<file path="src/hw/rtl/hufd_pkg.sv">
package hufd_pkg;

  // Tree geometry
  localparam int SYM_CNT      = 256;
  localparam int NODE_ENTRIES = SYM_CNT - 1;
  localparam int IDX_W        = 9;
  localparam int SLOT_W       = 8;
  localparam int SYM_W        = 8;
  localparam int ENTRY_W      = 2 * IDX_W;
  localparam int CNT_W        = 32;
  localparam int BIT_CNT_W    = 3;

  typedef logic [IDX_W-1:0]   idx_t;
  typedef logic [SLOT_W-1:0]  slot_t;
  typedef logic [SYM_W-1:0]   sym_t;
  typedef logic [ENTRY_W-1:0] entry_t;
  typedef logic [CNT_W-1:0]   cnt_t;

  localparam idx_t ROOT_IDX = 9'd510;
  localparam idx_t NONE_IDX = 9'd511;

  // Item actions
  localparam logic ACT_LOAD   = 1'b0;
  localparam logic ACT_DECODE = 1'b1;

  // Register index, taken from paddr[2]
  localparam logic REG_SYM_EXP  = 1'b0;
  localparam logic REG_BYTE_EXP = 1'b1;

  // Walker to output stage, one record per walker cycle
  typedef struct packed {
    logic leaf;
    logic close;
    logic fin;
    sym_t sym;
  } emit_t;

endpackage

</file>
<file path="src/hw/rtl/hufd_out.sv">
module hufd_out (
  input  logic           clk,
  input  logic           rst_n,
  input  hufd_pkg::emit_t ev,
  output logic           ready,
  output logic           out_valid,
  input  logic           out_stall,
  output hufd_pkg::sym_t out_symbol,
  output logic           out_last,
  output logic           out_finished
);
  import hufd_pkg::*;

  // Pending symbol: last is known only when the next leaf or the byte end shows up
  logic p_vld_r, p_vld_nxt;
  logic p_last_r, p_last_nxt;
  logic p_fin_r, p_fin_nxt;
  sym_t p_sym_r, p_sym_nxt;

  logic o_vld_r, o_vld_nxt;
  logic o_last_r, o_last_nxt;
  logic o_fin_r, o_fin_nxt;
  sym_t o_sym_r, o_sym_nxt;

  logic o_free;
  logic move;

  assign o_free = !o_vld_r || !out_stall;
  assign ready  = !p_vld_r || o_free;
  assign move   = p_vld_r && o_free && (p_last_r || ev.leaf);

  always_comb begin
    p_vld_nxt  = p_vld_r;
    p_last_nxt = p_last_r;
    p_fin_nxt  = p_fin_r;
    p_sym_nxt  = p_sym_r;
    o_vld_nxt  = o_vld_r;
    o_last_nxt = o_last_r;
    o_fin_nxt  = o_fin_r;
    o_sym_nxt  = o_sym_r;

    // Advance pending into the output register
    if (move) begin
      o_vld_nxt  = 1'b1;
      o_last_nxt = p_last_r;
      o_fin_nxt  = p_fin_r;
      o_sym_nxt  = p_sym_r;
      p_vld_nxt  = 1'b0;
    end else if (o_free) begin
      o_vld_nxt = 1'b0;
    end

    // Capture a new leaf, or close the pending one at the end of its byte
    if (ev.leaf) begin
      p_vld_nxt  = 1'b1;
      p_last_nxt = ev.close;
      p_fin_nxt  = ev.fin;
      p_sym_nxt  = ev.sym;
    end else if (ev.close && p_vld_r) begin
      p_last_nxt = 1'b1;
    end
  end

  always_ff @(posedge clk) begin
    if (!rst_n) begin
      p_vld_r <= 1'b0;
      o_vld_r <= 1'b0;
    end else begin
      p_vld_r <= p_vld_nxt;
      o_vld_r <= o_vld_nxt;
    end
    p_last_r <= p_last_nxt;
    p_fin_r  <= p_fin_nxt;
    p_sym_r  <= p_sym_nxt;
    o_last_r <= o_last_nxt;
    o_fin_r  <= o_fin_nxt;
    o_sym_r  <= o_sym_nxt;
  end

  assign out_valid    = o_vld_r;
  assign out_symbol   = o_sym_r;
  assign out_last     = o_last_r;
  assign out_finished = o_fin_r;

  // Walker never pushes a leaf over a pending symbol that cannot move
  a_no_overrun: assert property (@(posedge clk) disable iff (!rst_n)
    (ev.leaf && p_vld_r) |-> o_free)
    else $error("pending symbol overrun");

  // A move always shows up on the output
  a_move_shows: assert property (@(posedge clk) disable iff (!rst_n)
    move |=> out_valid)
    else $error("moved symbol not presented");

  // A closed pending symbol leaves once the output is free
  a_closed_drains: assert property (@(posedge clk) disable iff (!rst_n)
    (p_vld_r && p_last_r && o_free && !ev.leaf) |=> !p_vld_r)
    else $error("closed symbol stuck");

endmodule

</file>
<file path="config.mk">
export PLATFORM = sky130hd
export DESIGN_NAME = hufd_out
export DESIGN_NICKNAME = d
export VERILOG_FILES = /design/src/hw/rtl/hufd_pkg.sv /design/src/hw/rtl/hufd_out.sv
export SDC_FILE = /design/constraint.sdc
export NUM_CORES = 1
export LEC_CHECK = 0
export BUFFER_PORTS_ARGS = -buffer_cell sky130_fd_sc_hd__buf_4
export CAP_MARGIN = 20
export CORE_UTILIZATION = 49
export DETAILED_ROUTE_END_ITERATION = 8
export MAX_ROUTING_LAYER = met4
export PLACE_DENSITY = 0.83
export RECOVER_POWER = 50
export SYNTH_ARGS = -nofsm -noshare
export SYNTH_HDL_FRONTEND = slang
export SYNTH_SLANG_ARGS = --single-unit
</file>
<file path="constraint.sdc">
create_clock -name clk -period 3 [get_ports clk]
set_clock_uncertainty 0.15 [all_clocks]
set_input_delay 0.15 -clock clk [delete_from_list [all_inputs] [get_ports clk]]
set_output_delay 0.15 -clock clk [all_outputs]
set_load 0.02 [all_outputs]
</file>
Word level (Yosys, flattened, before mapping)
Cells that the tools add are included.

Register bits after elaboration: 22. Input port bits: 14. Output and inout port bits: 12. Word-level logic and storage cells: 26.

Mux-type cells: 6. Reduce and logical (&&, ||, !) cells: 12.

Operator list (number): $mux W1 (6); $reduce_bool A2 Y1 (3); $logic_and A1 B1 Y1 (3); $logic_not A1 Y1 (3); $logic_or A1 B1 Y1 (3).

Logic depth before layout (Yosys ltp)
Word-level depth: 6. Depth in mapped cells: 2. Mapped depth without buffers: 2.

Worst setup path before layout
Ideal clock, no wire load.

Path type: flip-flop to flip-flop. Start: register p_vld_r. End: register o_fin_r (netlist: out_finished), enable pin. Library setup time: 380 ps. Arrival time: 977 ps. Data required time: 2470 ps. Setup slack: 1493 ps. Cell stages (with the launch flop): 3. Buffers on the path: 0. Cell sequence: dfxtp_1 > o21ai_2 > a21oi_1.

Word-level cells in the longest chain between the ends: 2.

Ends and longest elaborated chain: start, declared (line hufd_out.sv:15) `logic p_vld_r, p_vld_nxt;`; start signal, assigned (line hufd_out.sv:69) `p_vld_r <= p_vld_nxt;`; $logic_and A1 B1 Y1 (2 in a row) (line hufd_out.sv:30) `assign move = p_vld_r && o_free && (p_last_r || ev.leaf);`; named net move (line hufd_out.sv:26) `logic move;`; end signal, assigned (line hufd_out.sv:76) `o_fin_r <= o_fin_nxt;`; end, declared (line hufd_out.sv:22) `logic o_fin_r, o_fin_nxt;`.

The timed path passes the listed nets, and every way through them passes these cells. A chain may end at the register's enable or synchronous reset.

Final worst setup path
Start: register p_vld_r. End: register o_sym_r[0] (netlist: out_symbol[0]), enable pin.

Word-level cells in the longest chain between the ends: 2.

Ends and longest elaborated chain: $logic_and A1 B1 Y1 (2 in a row) (line hufd_out.sv:30); named net move (line hufd_out.sv:26); end signal, assigned (line hufd_out.sv:77) `o_sym_r <= o_sym_nxt;`; end, declared (line hufd_out.sv:23) `sym_t o_sym_r, o_sym_nxt;`.

The timed path passes the listed nets, and every way through them passes these cells.

==> reports/results.ini <==
[setup_path]
cp.arrival_ns=1.58
worstPathRequired_ns=2.80
endpoint_kind=register
crit_type=register to register
cp-start-kind=register
worstPathMaxFanout=10

[timing]
worst-slew-pin-transition_ns=0.943
finalSetupViolCount=0
hold_viol=0
fin_tns_setup_ns=0
slew_violations=0
rsz0062_at_grt=false
fmax_ghz=0.561
fin_crit_ns=1.78
slew_headroom_pct=37.2
finalCritPeriodShare_pct=59.4

[detailed_routing]
drt_iter0_markers=7
antenna_left=0
drc=0
dr.pass1.iters=4
viasPerCell=5.12
drt-total-wl_um=1330
wl_per_cell_um=15.0
dr_total_vias=456

[clocking]
htree_levels=1
cts_root_buffer=clkbuf_4
insertion_delay_ns=0.31
cts_tree=done
clockBufferDepth=2
ctsHoldBuffers=12
post_cts_resize_count=0
post_cts_buffers=0
cts.reportedPaths.clkPinSlew_ns=0.11
cts_buffers=3
cts.sinks=22

[power]
irDropWorstVdd_mv=0.412
leakagePower_nw=0.423
power_density_nw_per_um2=600
finalPower_mw=0.647

[finish]
stdcell_area_sq_um=1080
drive_gt1_share_pct=40.5
final_common_cell=edfxtp_1
layout.nets=89
final_cell_mix=edfxtp_1 (20), buf_4 (16), dlygate4sd3_1 (12), clkbuf_4 (11), nand2_1 (3)
area_growth_pct=53.4
antenna-diode-count=0

[synthesis]
yosysWarnings=0
synth_top_area_share_pct=85.4
synth.distinct_cells=11
syn_area_sq_um=703
synthCells=33
synth-seq-cells=22
netlist_top_cells_area=edfxtp_1 (85%), dfxtp_1 (5.7%), a21boi_2 (1.6%)
synth_top_area_cell=edfxtp_1
syn-num-nets=47
synth_area_per_cell_sq_um=21.3
seq_area_frac_synth_pct=91.1

[min_path]
hold_class=input port to register

[grt]
grtUsageTotal_pct=21.0
grt_pass1_vias=443
grt_max_degree=14
grt_antenna_before_repair=0
grt_pass1_wl_um=1890
overflow=0

[floorplanning]
io-pin-count=26
die_w_um=39.9
die_h_um=39.9
initial_utilization_pct=53.4
core_sq_um=1320
dieArea_sq_um=1590
row_count=13

[placement]
place_area_sq_um=910
port_buffers=25
gp_congestion=0.707

[run]
drv_cap=0

[status]
status=finished, final reports clean

critical path, cell delays in order, from the launching register on:
cell and delay, ns:
dfxtp_1 0.43, o21ai_2 0.09, a21oi_1 0.75
sequential cells by signal, summed over array words and instances (netlist names):
| signal | cells |
|---|---|
| p_vld_r | 1 |
| p_sym_r | 8 |
| out_last | 1 |
| p_last_r | 1 |
| out_finished | 1 |
| out_valid | 1 |
| out_symbol | 8 |
| p_fin_r | 1 |
power breakdown:
group | total, mW | switching (mW) | internal [mW]
Clock | 0.223 | 0.0882 | 0.135
Combinational | 0.0580 | 0.0266 | 0.0314
Sequential | 0.365 | 0.00802 | 0.357
Total | 0.647 | 0.123 | 0.524
metrics by stage:
step	setup WS [ns]	util, %	hold slack [ns]	instances
floorplan	1.49	-	0.0989	33
global placement	1.36	69.0	0.179	73
detailed placement	1.29	69.0	0.179	73
CTS	1.29	82.1	0.00230	89
global route	1.12	81.9	0.0664	89
finish	1.22	81.9	0.0522	89
cells by family after synthesis:
family | synth area share [%]
flip-flops | 91.1
AND/OR/NAND/NOR | 3.20
AO/OA/AOI/OAI | 5.16
buffers and inverters | 0.533
cells in the mapped netlist (all sizes together):
cell and instances:
a31oi 1, nand3 1, edfxtp 20, inv 1
a21boi 1, nand2 3, o21ai 2, a21oi 1
nand2b 1, dfxtp 2
layer usage:
metal  GRT usage, %  vias to the layer above  routed length [um]
li1               -                      209                   -
met1           21.2                      208                 499
met2           34.3                       31                 692
met3           7.95                        8                  93
met4           12.1                        0                  47
met5              -                        -                   0
final timing paths:
kind / startpoint / end / slack [ns] / cells past startpoint
worst max-delay path: p_vld_r$_SDFFE_PN0P_ / out_symbol[0]$_DFFE_PP_ / 1.22 / 2
worst min-delay path: out_stall / p_vld_r$_SDFFE_PN0P_ / 0.05 / 3
worst max register to register: p_vld_r$_SDFFE_PN0P_ / out_symbol[0]$_DFFE_PP_ / 1.22 / 2
worst min register to register: p_sym_r[6]$_DFFE_PP_ / out_symbol[6]$_DFFE_PP_ / 0.28 / 0
area by class of cell:
type	count	area (sq um)
clock buffer	3	22.5
clock inverter	1	30.0
fill	65	239
inverter	1	3.75
multi-input combinational	10	58.8
sequential	22	641
tap	15	18.8
timing repair buffer	37	304
No activity file was read; power rests on OpenSTA's default activity.
